<file path="config.mk">
export PLATFORM = sky130hd
export DESIGN_NAME = indexed_ordered_list_core
export DESIGN_NICKNAME = d
export VERILOG_FILES = /design/src/iol_pkg.sv /design/src/iol_cell.sv /design/src/iol_out_buf.sv /design/src/indexed_ordered_list_core.sv
export SDC_FILE = /design/constraint.sdc
export NUM_CORES = 2
export LEC_CHECK = 0
export BUFFER_PORTS_ARGS = -buffer_cell sky130_fd_sc_hd__buf_2
export CORE_MARGIN = 2
export CORE_UTILIZATION = 55
export CTS_BUF_LIST = sky130_fd_sc_hd__clkbuf_4 sky130_fd_sc_hd__clkbuf_8
export DETAILED_ROUTE_END_ITERATION = 12
export GPL_TIMING_DRIVEN = 0
export PLACE_DENSITY = 0.82
export SETUP_SLACK_MARGIN = 0.15
export SLEW_MARGIN = 40
export SYNTH_ARGS = -nofsm -noshare
export SYNTH_HDL_FRONTEND = slang
export SYNTH_SLANG_ARGS = --single-unit
</file>
<file path="constraint.sdc">
create_clock -name clk -period 9.2 [get_ports clk]
set_clock_uncertainty 0.15 [all_clocks]
set_input_delay 0.46 -clock clk [delete_from_list [all_inputs] [get_ports clk]]
set_output_delay 0.46 -clock clk [all_outputs]
set_load 0.005 [all_outputs]
</file>
<file path="src/iol_pkg.sv">
// iol_pkg: shared types and constants for the indexed ordered list core
// holds command, status and cell-op codes plus the request payload structs
// no dependencies
package iol_pkg;

  localparam int CapacityDef = 16;
  localparam int DataW       = 32;
  localparam int LenW        = 5;
  localparam int InPosW      = 5;

  typedef enum logic [2:0] {
    CMD_INS_FRONT = 3'd0,
    CMD_INS_POS   = 3'd1,
    CMD_INS_END   = 3'd2,
    CMD_DEL_FRONT = 3'd3,
    CMD_DEL_POS   = 3'd4,
    CMD_DEL_END   = 3'd5,
    CMD_DUMP      = 3'd6
  } iol_cmd_t;

  typedef enum logic [1:0] {
    ST_OK    = 2'd0,
    ST_FULL  = 2'd1,
    ST_EMPTY = 2'd2,
    ST_RANGE = 2'd3
  } iol_status_t;

  typedef enum logic [1:0] {
    CELL_HOLD,
    CELL_INS,
    CELL_DEL,
    CELL_ROT
  } iol_cell_op_t;

  typedef enum logic {
    S_IDLE,
    S_DUMP
  } iol_state_t;

  typedef struct packed {
    logic [2:0]              cmd;
    logic signed [DataW-1:0] value;
    logic [InPosW-1:0]       position;
  } iol_in_req_t;

  typedef struct packed {
    logic [1:0]              status;
    logic signed [DataW-1:0] item_value;
    logic [LenW-1:0]         list_length;
    logic                    last;
  } iol_out_req_t;

endpackage

</file>
<file path="src/iol_cell.sv">
// iol_cell: one storage cell of the list chain
// shifts in from its left or right neighbor, takes a new value, or holds
// depends on iol_pkg
module iol_cell #(
  parameter int PosW  = 5,
  parameter int Index = 0
) (
  input  logic                            clk,
  input  iol_pkg::iol_cell_op_t           op_i,
  input  logic [PosW-1:0]                 pos_i,
  input  logic signed [iol_pkg::DataW-1:0] new_i,
  input  logic signed [iol_pkg::DataW-1:0] left_i,
  input  logic signed [iol_pkg::DataW-1:0] right_i,
  input  logic signed [iol_pkg::DataW-1:0] head_i,
  output logic signed [iol_pkg::DataW-1:0] val_o
);

  localparam logic [PosW-1:0] MyIdx   = PosW'(Index);
  localparam logic [PosW-1:0] NextIdx = PosW'(Index + 1);

  logic signed [iol_pkg::DataW-1:0] val_r;
  logic signed [iol_pkg::DataW-1:0] val_nxt;

  always_comb begin
    val_nxt = val_r;
    case (op_i)
      iol_pkg::CELL_INS: begin
        if (MyIdx > pos_i) begin
          val_nxt = left_i;
        end else if (MyIdx == pos_i) begin
          val_nxt = new_i;
        end
      end
      iol_pkg::CELL_DEL: begin
        if (MyIdx >= pos_i) begin
          val_nxt = right_i;
        end
      end
      iol_pkg::CELL_ROT: begin
        // the cell at the tail of the used region wraps the head around
        if (NextIdx == pos_i) begin
          val_nxt = head_i;
        end else begin
          val_nxt = right_i;
        end
      end
      default: begin
        val_nxt = val_r;
      end
    endcase
  end

  always_ff @(posedge clk) begin
    val_r <= val_nxt;
  end

  assign val_o = val_r;

endmodule

</file>
<file path="src/iol_out_buf.sv">
// iol_out_buf: two-entry result queue in front of the out channel
// lets the core finish a request while an earlier result waits
// depends on iol_pkg
module iol_out_buf (
  input  logic                  clk,
  input  logic                  rst_n,
  input  logic                  push_i,
  input  iol_pkg::iol_out_req_t data_i,
  output logic                  full_o,
  output logic                  out_valid,
  input  logic                  out_stall,
  output iol_pkg::iol_out_req_t out_req
);

  logic [1:0]            cnt_r;
  logic [1:0]            cnt_nxt;
  iol_pkg::iol_out_req_t q0_r;
  iol_pkg::iol_out_req_t q0_nxt;
  iol_pkg::iol_out_req_t q1_r;
  iol_pkg::iol_out_req_t q1_nxt;
  logic                  pop;
  logic                  wr_lo;

  assign out_valid = (cnt_r != 2'd0);
  assign out_req   = q0_r;
  assign full_o    = (cnt_r == 2'd2);
  assign pop       = out_valid && !out_stall;

  always_comb begin
    cnt_nxt = cnt_r + 2'(push_i) - 2'(pop);
    q0_nxt  = q0_r;
    q1_nxt  = q1_r;
    wr_lo   = (cnt_r == 2'd0) || ((cnt_r == 2'd1) && pop);
    if (pop) begin
      q0_nxt = q1_r;
    end
    if (push_i) begin
      if (wr_lo) begin
        q0_nxt = data_i;
      end else begin
        q1_nxt = data_i;
      end
    end
  end

  always_ff @(posedge clk) begin
    if (!rst_n) begin
      cnt_r <= 2'd0;
    end else begin
      cnt_r <= cnt_nxt;
    end
  end

  always_ff @(posedge clk) begin
    q0_r <= q0_nxt;
    q1_r <= q1_nxt;
  end

endmodule

</file>
<file path="src/indexed_ordered_list_core.sv">
// indexed_ordered_list_core: ordered list of signed values in a chain of shifting cells
// insert/delete/other: result via the result queue; one request per cycle while a slot is free
// dump: elements leave through the dump state and the result queue, one per cycle while a queue
//   slot is free; input held off while the chain rotates once through the used cells
// reset (rst_n low, synchronous) empties the list and the result queue; cell data is not cleared
// depends on iol_pkg, iol_cell, iol_out_buf
module indexed_ordered_list_core #(
  parameter int CAPACITY = iol_pkg::CapacityDef
) (
  input  logic                  clk,
  input  logic                  rst_n,
  input  logic                  in_valid,
  output logic                  in_stall,
  input  iol_pkg::iol_in_req_t  in_req,
  output logic                  out_valid,
  input  logic                  out_stall,
  output iol_pkg::iol_out_req_t out_req
);

  // count must hold CAPACITY itself; positions compare at the wider of count and port width
  localparam int CntW = $clog2(CAPACITY + 1);
  localparam int PosW = (CntW > iol_pkg::InPosW) ? CntW : iol_pkg::InPosW;

  // list state
  logic [CntW-1:0]        count_r;
  logic [CntW-1:0]        count_nxt;
  iol_pkg::iol_state_t    state_r;
  iol_pkg::iol_state_t    state_nxt;
  logic [PosW-1:0]        dump_idx_r;
  logic [PosW-1:0]        dump_idx_nxt;

  // cell chain control and data
  iol_pkg::iol_cell_op_t            cell_op;
  logic [PosW-1:0]                  cell_pos;
  logic signed [iol_pkg::DataW-1:0] cell_val   [CAPACITY];
  logic signed [iol_pkg::DataW-1:0] cell_left  [CAPACITY];
  logic signed [iol_pkg::DataW-1:0] cell_right [CAPACITY];

  // request decode
  logic                  accept;
  logic [PosW-1:0]       count_x;
  logic [PosW-1:0]       pos_x;
  logic [PosW-1:0]       cap_x;
  logic [PosW-1:0]       tgt_pos;
  logic                  dump_last;

  // result queue side
  logic                  push;
  iol_pkg::iol_out_req_t push_data;
  logic                  buf_full;

  // only idle, and only with a free queue slot, so every accepted request can post its result
  assign in_stall = (state_r != iol_pkg::S_IDLE) || buf_full;
  assign accept   = in_valid && !in_stall;

  assign count_x   = PosW'(count_r);
  assign pos_x     = PosW'(in_req.position);
  assign cap_x     = PosW'(CAPACITY);
  assign dump_last = (dump_idx_r == (count_x - PosW'(1)));

  // target position for the positional forms
  always_comb begin
    case (iol_pkg::iol_cmd_t'(in_req.cmd))
      iol_pkg::CMD_INS_POS,
      iol_pkg::CMD_DEL_POS: tgt_pos = pos_x;
      iol_pkg::CMD_INS_END: tgt_pos = count_x;
      iol_pkg::CMD_DEL_END: tgt_pos = count_x - PosW'(1);
      default:              tgt_pos = '0;
    endcase
  end

  // sequencer: decodes requests, drives the cell chain and builds results
  always_comb begin
    state_nxt              = state_r;
    dump_idx_nxt           = dump_idx_r;
    count_nxt              = count_r;
    cell_op                = iol_pkg::CELL_HOLD;
    cell_pos               = '0;
    push                   = 1'b0;
    push_data.status       = iol_pkg::ST_OK;
    push_data.item_value   = '0;
    push_data.last         = 1'b1;

    case (state_r)
      iol_pkg::S_IDLE: begin
        if (accept) begin
          push = 1'b1;
          case (iol_pkg::iol_cmd_t'(in_req.cmd))
            iol_pkg::CMD_INS_FRONT,
            iol_pkg::CMD_INS_POS,
            iol_pkg::CMD_INS_END: begin
              // full is reported ahead of a bad position
              if (count_x == cap_x) begin
                push_data.status = iol_pkg::ST_FULL;
              end else if (tgt_pos > count_x) begin
                push_data.status = iol_pkg::ST_RANGE;
              end else begin
                cell_op   = iol_pkg::CELL_INS;
                cell_pos  = tgt_pos;
                count_nxt = count_r + CntW'(1);
              end
            end
            iol_pkg::CMD_DEL_FRONT,
            iol_pkg::CMD_DEL_POS,
            iol_pkg::CMD_DEL_END: begin
              // empty is reported ahead of a bad position
              if (count_r == '0) begin
                push_data.status = iol_pkg::ST_EMPTY;
              end else if (tgt_pos >= count_x) begin
                push_data.status = iol_pkg::ST_RANGE;
              end else begin
                cell_op   = iol_pkg::CELL_DEL;
                cell_pos  = tgt_pos;
                count_nxt = count_r - CntW'(1);
              end
            end
            iol_pkg::CMD_DUMP: begin
              if (count_r == '0) begin
                push_data.status = iol_pkg::ST_EMPTY;
              end else begin
                // elements come out of the dump state, one per free queue slot
                push         = 1'b0;
                state_nxt    = iol_pkg::S_DUMP;
                dump_idx_nxt = '0;
              end
            end
            default: begin
              // unused code: plain ok, list untouched
              push_data.status = iol_pkg::ST_OK;
            end
          endcase
        end
      end
      iol_pkg::S_DUMP: begin
        if (!buf_full) begin
          // emit the head, then rotate the used cells left by one
          push                 = 1'b1;
          push_data.item_value = cell_val[0];
          push_data.last       = dump_last;
          cell_op              = iol_pkg::CELL_ROT;
          cell_pos             = count_x;
          dump_idx_nxt         = dump_idx_r + PosW'(1);
          if (dump_last) begin
            state_nxt = iol_pkg::S_IDLE;
          end
        end
      end
      default: begin
        state_nxt = iol_pkg::S_IDLE;
      end
    endcase

    // length after the request, truncated or widened to the port width
    push_data.list_length = iol_pkg::LenW'(count_nxt);
  end

  always_ff @(posedge clk) begin
    if (!rst_n) begin
      state_r <= iol_pkg::S_IDLE;
      count_r <= '0;
    end else begin
      state_r <= state_nxt;
      count_r <= count_nxt;
    end
  end

  always_ff @(posedge clk) begin
    dump_idx_r <= dump_idx_nxt;
  end

  // chain of cells, cell 0 is the front of the list
  for (genvar i = 0; i < CAPACITY; i++) begin : g_cell
    if (i == 0) begin : g_first
      assign cell_left[i] = in_req.value;
    end else begin : g_mid_l
      assign cell_left[i] = cell_val[i-1];
    end
    if (i == CAPACITY - 1) begin : g_tail
      assign cell_right[i] = cell_val[i];
    end else begin : g_mid_r
      assign cell_right[i] = cell_val[i+1];
    end

    iol_cell #(
      .PosW  (PosW),
      .Index (i)
    ) u_cell (
      .clk     (clk),
      .op_i    (cell_op),
      .pos_i   (cell_pos),
      .new_i   (in_req.value),
      .left_i  (cell_left[i]),
      .right_i (cell_right[i]),
      .head_i  (cell_val[0]),
      .val_o   (cell_val[i])
    );
  end

  // result queue toward the out channel
  iol_out_buf u_out_buf (
    .clk       (clk),
    .rst_n     (rst_n),
    .push_i    (push),
    .data_i    (push_data),
    .full_o    (buf_full),
    .out_valid (out_valid),
    .out_stall (out_stall),
    .out_req   (out_req)
  );

`ifndef SYNTHESIS
  // the element count never runs past the number of cells
  a_count_bound: assert property (@(posedge clk) disable iff (!rst_n)
    count_x <= cap_x)
    else $error("element count above capacity");

  // a dump leaves the list length unchanged
  a_dump_count: assert property (@(posedge clk) disable iff (!rst_n)
    (state_r == iol_pkg::S_DUMP) |=> (count_r == $past(count_r)))
    else $error("count changed during dump");

  // the final dump element returns the sequencer to idle
  a_dump_end: assert property (@(posedge clk) disable iff (!rst_n)
    ((state_r == iol_pkg::S_DUMP) && push && dump_last) |=> (state_r == iol_pkg::S_IDLE))
    else $error("dump did not end after last element");

  // no result is posted into a full queue
  a_no_overflow: assert property (@(posedge clk) disable iff (!rst_n)
    push |-> !buf_full)
    else $error("result pushed into full queue");
`endif

endmodule
</file>
# --- Yosys cells after proc, flatten, opt, wreduce, memory -nomap -nowiden ---
# Cells that the tools add are included.
# Widths: inputs -> output; s select.
word_totals:
  elab_cells: 303
  output_inout_bits: 42
  register_bits: 605
  inputBits: 44
op_classes:
  addsub: 5
  reduce_logical: 35
  n_mux: 134
  bitwise: 2
  eq_ne: 66
  n_lt_le_gt_ge: 33
ops:
  columns: ["op", "n"]
  rows:
  - ["$mux 32", 65]
  - ["$pmux 32 s3", 15]
  - ["$mux 40", 3]
  - ["$mux 5", 16]
  - ["$pmux 32 s2", 1]
  - ["$ne 3x1->1 const B", 16]
  - ["$reduce_and 3->1", 15]
  - ["$eq 4x5->1 const A", 8]
  - ["$gt 4x5->1 const A", 8]
  - ["$pmux 5 s2", 4]
  - ["$ge 4x5->1 const A", 7]
  - ["$ne 2x1->1 const B", 17]
  - ["$mux 2", 11]
  - ["$eq 3x5->1 const A", 4]
  - ["$ge 3x5->1 const A", 4]
  - ["$gt 3x5->1 const A", 4]
  - ["$pmux 5 s3", 1]
  - ["$mux 1", 13]
  - ["$add 5x1->5 const B", 2]
  - ["$eq 2x5->1 const A", 2]
  - ["$ge 1x5->1 const A", 2]
  - ["$ge 2x5->1 const A", 2]
  - ["$gt 1x5->1 const A", 2]
  - ["$gt 2x5->1 const A", 2]
  - ["other kinds (31)", 51]

# --- Depth between registers and ports, before layout ---
depth:
  depth_word: 13
  depth_mapped: 18
  ltp_nobuf: 14

# --- Modules after synthesis ---
# A second synthesis with hierarchy kept.
hier_totals:
  hier_cells: 4262
  area_unflattened_um2: 42851.1
modules_own_cells:
  columns: ["module", "instances", "cells_each", "seq_area_each_um2", "area_per_inst_um2"]
  rows:
  - ["iol_out_buf", 1, 236, 2042.0, 3040.4]
  - ["iol_cell at g_cell[13].u_cell", 1, 305, 960.9, 3000.4]
  - ["iol_cell at g_cell[10].u_cell", 1, 273, 960.9, 2959.1]
  - ["iol_cell at g_cell[1].u_cell", 1, 301, 960.9, 2645.0]
  - ["iol_cell at g_cell[3].u_cell", 1, 267, 960.9, 2595.0]
  - ["iol_cell at g_cell[7].u_cell", 1, 266, 960.9, 2542.4]
  - ["iol_cell at g_cell[15].u_cell", 1, 266, 960.9, 2537.4]
  - ["iol_cell at g_cell[8].u_cell", 1, 231, 960.9, 2369.8]
  - ["iol_cell at g_cell[12].u_cell", 1, 226, 960.9, 2351.0]
  - ["iol_cell at g_cell[2].u_cell", 1, 222, 960.9, 2342.2]
  - ["iol_cell at g_cell[14].u_cell", 1, 228, 960.9, 2290.9]
  - ["iol_cell at g_cell[9].u_cell", 1, 189, 960.9, 2215.9]
  - ["iol_cell at g_cell[6].u_cell", 1, 195, 960.9, 2210.9]
  - ["iol_cell at g_cell[5].u_cell", 1, 235, 960.9, 2169.6]
  - ["+4 rows", null, null, null, null]

# --- Least setup slack after synthesis ---
# OpenSTA, ideal clock, no wires.
synth_path:
  path_kind: "register to register"
  from: "register count_r[0]"
  to: "register g_cell[14].u_cell.val_r, in the netlist g_cell[14].u_cell.val_o[0] (enable)"
  setup_ps: 466
  required_ps: 8584
  arrival_ps: 5896
  slack_ps: 2688
  path_stages_with_launch: 17
  period_less_slack_ps: 6512
  path_buffers: 2
  cell_sequence: "dfxtp_1 inv_1 ha_1 clkbuf_1 nor4b_1 a211oi_1 o2bb2ai_2 ha_1 nand3_1 nor3_1 nor3_4 a32oi_2 nor2_2 a21oi_2 buf_4 inv_1 o21ai_0"
synth_via:
  elab_chain_len: 11
  elab_cells_between_ends: 31
  cone_classes: "add/sub (1); order compare (4); eq/ne (7); mux (16); reduce/logical (3)"
synth_lines:
  columns: ["element", "line_no", "rtl"]
  rows:
  - ["from (decl)", "indexed_ordered_list_core.sv:25", "logic [CntW-1:0] count_r;"]
  - ["from (signal assigned)", "indexed_ordered_list_core.sv:163", "count_r <= count_nxt;"]
  - ["$sub 5x1->5", "indexed_ordered_list_core.sv:67", "iol_pkg::CMD_DEL_END: tgt_pos = count_x - PosW'(1);"]
  - ["$pmux 5 s3", "indexed_ordered_list_core.sv:63", "case (iol_pkg::iol_cmd_t'(in_req.cmd))"]
  - ["$ge 5x5->1 or $gt 5x5->1 (tied branches)", "indexed_ordered_list_core.sv:109, indexed_ordered_list_core.sv:95", null]
  - ["$mux 5 (tied with other cells)", "indexed_ordered_list_core.sv:109", "end else if (tgt_pos >= count_x) begin"]
  - ["$mux 5 (tied with other cells)", "indexed_ordered_list_core.sv:107", "if (count_r == '0) begin"]
  - ["$pmux 5 s2 or $pmux 2 s2 (tied branches)", "indexed_ordered_list_core.sv:88", "case (iol_pkg::iol_cmd_t'(in_req.cmd))"]
  - ["$mux 5 or $mux 2 (tied branches)", "indexed_ordered_list_core.sv:86", "if (accept) begin"]
  - ["$pmux 5 s2 or $pmux 2 s2 (tied branches)", "indexed_ordered_list_core.sv:84", "case (state_r)"]
  - ["$gt 4x5->1 (tied with other cells)", "iol_cell.sv:28", "if (MyIdx > pos_i) begin"]
  - ["$ne 3x1->1 (no line) (tied with other cells)", null, null]
  - ["$reduce_and 3->1 (no line) *", null, null]
  - ["to (signal assigned)", "iol_cell.sv:54", "val_r <= val_nxt;"]
  - ["to (decl)", "iol_cell.sv:21", "logic signed [iol_pkg::DataW-1:0] val_r;"]
# Every way passes the cells marked *; elsewhere a longest branch is shown, timed or not.
# A chain may end at the register's enable or synchronous reset.

# --- Worst setup path in the final report ---
layout_path:
  from: "register count_r[0]"
  to: "register g_cell[15].u_cell.val_r, in the netlist g_cell[15].u_cell.val_o[14] (enable)"
layout_via:
  elab_chain_len: 11
  elab_cells_between_ends: 30
  cone_classes: "add/sub (1); order compare (3); eq/ne (7); mux (16); reduce/logical (3)"
layout_lines:
  columns: ["element", "line_no"]
  rows:
  - ["$sub 5x1->5", "indexed_ordered_list_core.sv:67"]
  - ["$pmux 5 s3", "indexed_ordered_list_core.sv:63"]
  - ["$ge 5x5->1 or $gt 5x5->1 (tied branches)", "indexed_ordered_list_core.sv:109, indexed_ordered_list_core.sv:95"]
  - ["$mux 5 (tied with other cells)", "indexed_ordered_list_core.sv:109"]
  - ["$mux 5 (tied with other cells)", "indexed_ordered_list_core.sv:107"]
  - ["$pmux 5 s2 or $pmux 2 s2 (tied branches)", "indexed_ordered_list_core.sv:88"]
  - ["$mux 5 or $mux 2 (tied branches)", "indexed_ordered_list_core.sv:86"]
  - ["$pmux 5 s2 or $pmux 2 s2 (tied branches)", "indexed_ordered_list_core.sv:84"]
  - ["$gt 4x5->1 (tied with other cells)", "iol_cell.sv:28"]
  - ["$ne 3x1->1 (no line) (tied with other cells)", null]
  - ["$reduce_and 3->1 (no line) *", null]
  - ["to (signal assigned)", "iol_cell.sv:54"]
  - ["to (decl)", "iol_cell.sv:21"]
# Marked as above.

==> key figures <==
Job
  – Maxcap violations: 0

STA
  – Final setup viols: 0
  – Final Hold Vio Count: 0
  – Final Slew Violations: 0
  – Period utilization: 0.8081
  – FMAX: ~130 MHz
  – Slack of the critical path: ~1.8 ns
  – RSZ-0062 raised after global routing: no
  – Setup_tns: 0 ns
  – Least-Margin Pin Slew: 1.073 ns
  – Min Tclk post-route: approximately 7.4 ns
  – Rel. slew slack: 0.2809

Logic synthesis
  – Compound-Gate Fraction of Synth Area: 0.2069
  – Asr flop ratio synth: 0
  – Post-synthesis xor/xnor area fraction: 0.003768
  – Syn Area/Cell: approximately 11 um2
  – Synth Flop Type: edfxtp_1
  – Main combinational cell family by area after synthesis: compound AO/OA/AOI/OAI gates
  – Post-synth net total: roughly 3000
  – Seq cells post-synth: just over 600
  – Synth warn: 0
  – Seq/Total Area, Yosys: 0.5436
  – EDFF count, synth: approximately 560
  – Simple-gate share of the synthesized area: 0.09698
  – Synth Instances: ~2900
  – Synth Area in Adders: 0.004230
  – Mapped Area: approximately 33000 um2
  – Library cells used by synthesis: 80
  – Mux contribution to synthesized area: 0.09079

Placed design
  – Final HPWL DP: around 100 mm
  – Setup WS pre-CTS: between 2 and 2.5 ns
  – Port Buffers: 52
  – Post-DP Area: approximately 35000 um2
  – Routability congestion estimate: about 1.0

Worst setup path
  – WP data required: ~9.6 ns
  – CP most frequent cell: buf_2
  – Buf+Inv Stages, Crit Path: 13
  – CP max-delay cell: clkbuf_1
  – Crit-path cells: inv_1 > ha_1 > clkbuf_1 > nor4b_1 > a211oi_1 > o2bb2ai_2 > ha_1 > and3_1 > o21ai_1 > and3_1 > clkbuf_1 > nand3_1 > nand2_1 > clkbuf_1 > clkbuf_1 > a222oi_1 > clkdlybuf4s18_2 > buf_1 > buf_2 > buf_2 > buf_2 > buf_1 > buf_2 > buf_2
  – Endpoint class of the critical path: flip-flop
  – Delay-heaviest family, CP: buffers and inverters
  – Startpoint type of the worst setup path: flip-flop
  – CP Data Arrival Time: 7.80 ns
  – CP peak stage delay: 0.73 ns
  – Crit Path Max Fanout: 10
  – CP Class: flip-flop to flip-flop

Floorplanning
  – Site Rows: 89
  – Initial Utilization: 0.5534
  – Die width: between 200 and 250 um
  – I/O pin count: 86
  – Die H: about 250 um
  – Core ar.: just under 60000 um2
  – Die Area: 61120 um2

Power
  – Max rail drop VDD: ~150 uV
  – P_leak: 14.72 nW
  – Pwr dens: about 210 nW/um2
  – Tot Pwr: about 7.9 mW

Global routing
  – GRT Max-Usage Layer: met2
  – GR Util All Layers: 0.4803
  – Grt ovf: 0
  – First-pass GRT wire length: between 200 and 250 mm
  – Grt met2 use: 0.6443
  – Initial antenna violation count: 6
  – Pin count of the biggest net entering global routing: 18
  – Met3 GRT Util: 0.2003
  – Met1 Use GR: 0.6367
  – Vias in the first global route: slightly below 30000

Layout
  – Nets: 3183
  – # fillers: ~4700
  – Layout area overhead: 13.83%
  – Post-layout util: 0.6300
  – Layout cells sized above 1: 0.1631
  – Post-route cell area: about 37000 um2

Clocking
  – Clock Pin Slew Worst Setup and Hold Paths: ~0.070 ns
  – Clock Tree Buf Depth: 3
  – CTS buffer count: ~110
  – Worst-skew pair later-pin latency: around 0.77 ns
  – CTS tree: built
  – CTS sink count: between 600 and 700
  – H-tree lvl count: 3
  – Clk root buf: clkbuf_8
  – Setup repair bufs after CTS: 0

Routing
  – DR vias/cell: between 7 and 8
  – Final antenna-violating net count: 0
  – Drt total wl: about 150 mm
  – Vias: 30710
  – # DRC: 0
  – Drt pass-1 iters: 9
  – WL/cell: approximately 37 um
  – Iteration-0 DRC Markers: 5859

Worst hold path
  – Hold Path Class: input port to flip-flop

Outcome
  – Outcome: complete, no violations
[cells in the mapped netlist (56+ instances only)]
master | instances | share of area
o22ai_1 | 76 | 0.015
mux2i_1 | 294 | 0.090
inv_1 | 114 | 0.013
o21ai_0 | 78 | 0.012
o211ai_1 | 66 | 0.015
a22oi_1 | 67 | 0.015
clkbuf_1 | 160 | 0.018
o221ai_1 | 66 | 0.018
edfxtp_1 | 557 | 0.51
nor2_1 | 169 | 0.019
nand3_1 | 56 | 0.0086
nand2_1 | 427 | 0.049
a221o_1 | 289 | 0.089
buf_2 | 83 | 0.013
[worst register-to-register path, delay by kind of cell, from the launching register on]
kind | cells | cell delay (ns)
compound gates | 4 | 0.87
flops | 1 | 0.42
fa+ha+maj | 2 | 0.53
buf+inv | 13 | 4.01
simple gates | 5 | 1.24
[logic make-up (layout without fill, tap and decap cells)]
logic type,Yosys count,in the layout
and+or+nand+nor,747,747
DFF,605,605
other,0,4
muxes,295,295
AOI/OAI and AO/OA,820,820
adders and majority gates,11,11
buffers and inverters,416,726
xor gates and xnor gates,14,14
[placed cells by master (no fill, tap or decap), types with 6 or more instances in the layout]
| cell type | instances |
|---|---|
| a211o_1 | 30 |
| a211oi_1 | 7 |
| a21o_1 | 6 |
| a21oi_1 | 46 |
| a21oi_4 | 9 |
| a221o_1 | 289 |
| a22oi_1 | 67 |
| and2_1 | 11 |
| and3_1 | 37 |
| buf_1 | 17 |
| buf_16 | 6 |
| buf_2 | 147 |
| buf_4 | 15 |
| buf_8 | 33 |
| clkbuf_1 | 109 |
| clkbuf_2 | 83 |
| clkbuf_4 | 44 |
| clkbuf_8 | 110 |
| clkinv_1 | 24 |
| clkinv_2 | 11 |
| dfxtp_1 | 48 |
| edfxtp_1 | 557 |
| ha_1 | 11 |
| inv_1 | 114 |
| mux2i_1 | 294 |
| nand2_1 | 427 |
| nand3_1 | 56 |
| nor2_1 | 160 |
| nor2_2 | 6 |
| nor2_4 | 6 |
| nor3_1 | 6 |
| o211ai_1 | 66 |
| o21ai_0 | 77 |
| o21ai_1 | 6 |
| o221ai_1 | 66 |
| o22ai_1 | 76 |
| o2bb2ai_1 | 25 |
| xnor2_1 | 8 |
| xor2_1 | 6 |
[metal layers]
metal | share of wire | up-vias
met2 | 0.39 | 3490
met5 | 0.0012 | -
met3 | 0.18 | 705
met4 | 0.072 | 9
met1 | 0.35 | 14710
li1 | - | 11800
[power by group]
group          internal [mW]  total [mW]  switching (mW)
registers               3.40        3.60           0.202
logic                  0.600        1.68            1.08
clock network           1.35        2.62            1.27
[sequential cells by signal (all words and copies together) (netlist names)]
register and flops:
u_out_buf.out_req 40, u_out_buf.cnt_r 2, g_cell.u_cell.val_o 512, state_r 1, u_out_buf.q1_r 40, dump_idx_r 5
count_r 5
[area by class of cell]
cell class,instances,area (um2),area share
Antenna cell,4,10.01,0.0002702
Buffer,301,1388,0.03746
Timing Repair Buffer,113,1052,0.02841
Clock inverter,43,277.8,0.007499
Clock buffer,154,1844,0.04979
Inverter,115,431.7,0.01165
Sequential cell,605,17690,0.4775
Tap cell,773,967.2,0.02611
Multi-Input combinational cell,1887,13380,0.3613
[through the flow]
| step | hold WS, ns | cells |
|---|---|---|
| 6_report | 0.1356 | 3995 |
| 5_1_grt | 0.2101 | 3992 |
| 3_5_place_dp | 0.3482 | 3792 |
| 2_1_floorplan | 0.3288 | 2908 |
| 3_3_place_gp | 0.3397 | 3733 |
| 4_1_cts | 0.1163 | 3990 |
[path summary, 6_finish.rpt]
| path | from | to | slack, ns | depth (start not counted) |
|---|---|---|---|---|
| setup / recovery | count_r[0] | g_cell[15].u_cell.val_o[14] | 1.77 | 24 |
| hold / removal | in_req[11] | g_cell[15].u_cell.val_o[6] | 0.14 | 3 |
| setup reg to reg | count_r[0] | g_cell[15].u_cell.val_o[14] | 1.77 | 24 |
| hold reg to reg | u_out_buf.q1_r[17] | u_out_buf.out_req[17] | 0.36 | 2 |
[repair_timing]
item                                   4_1_cts  5_1_grt
resized for setup                            0        0
endpoints found under the hold margin        8        0
hold buffers                                 1        0
No activity file was read; power rests on OpenSTA's default activity.
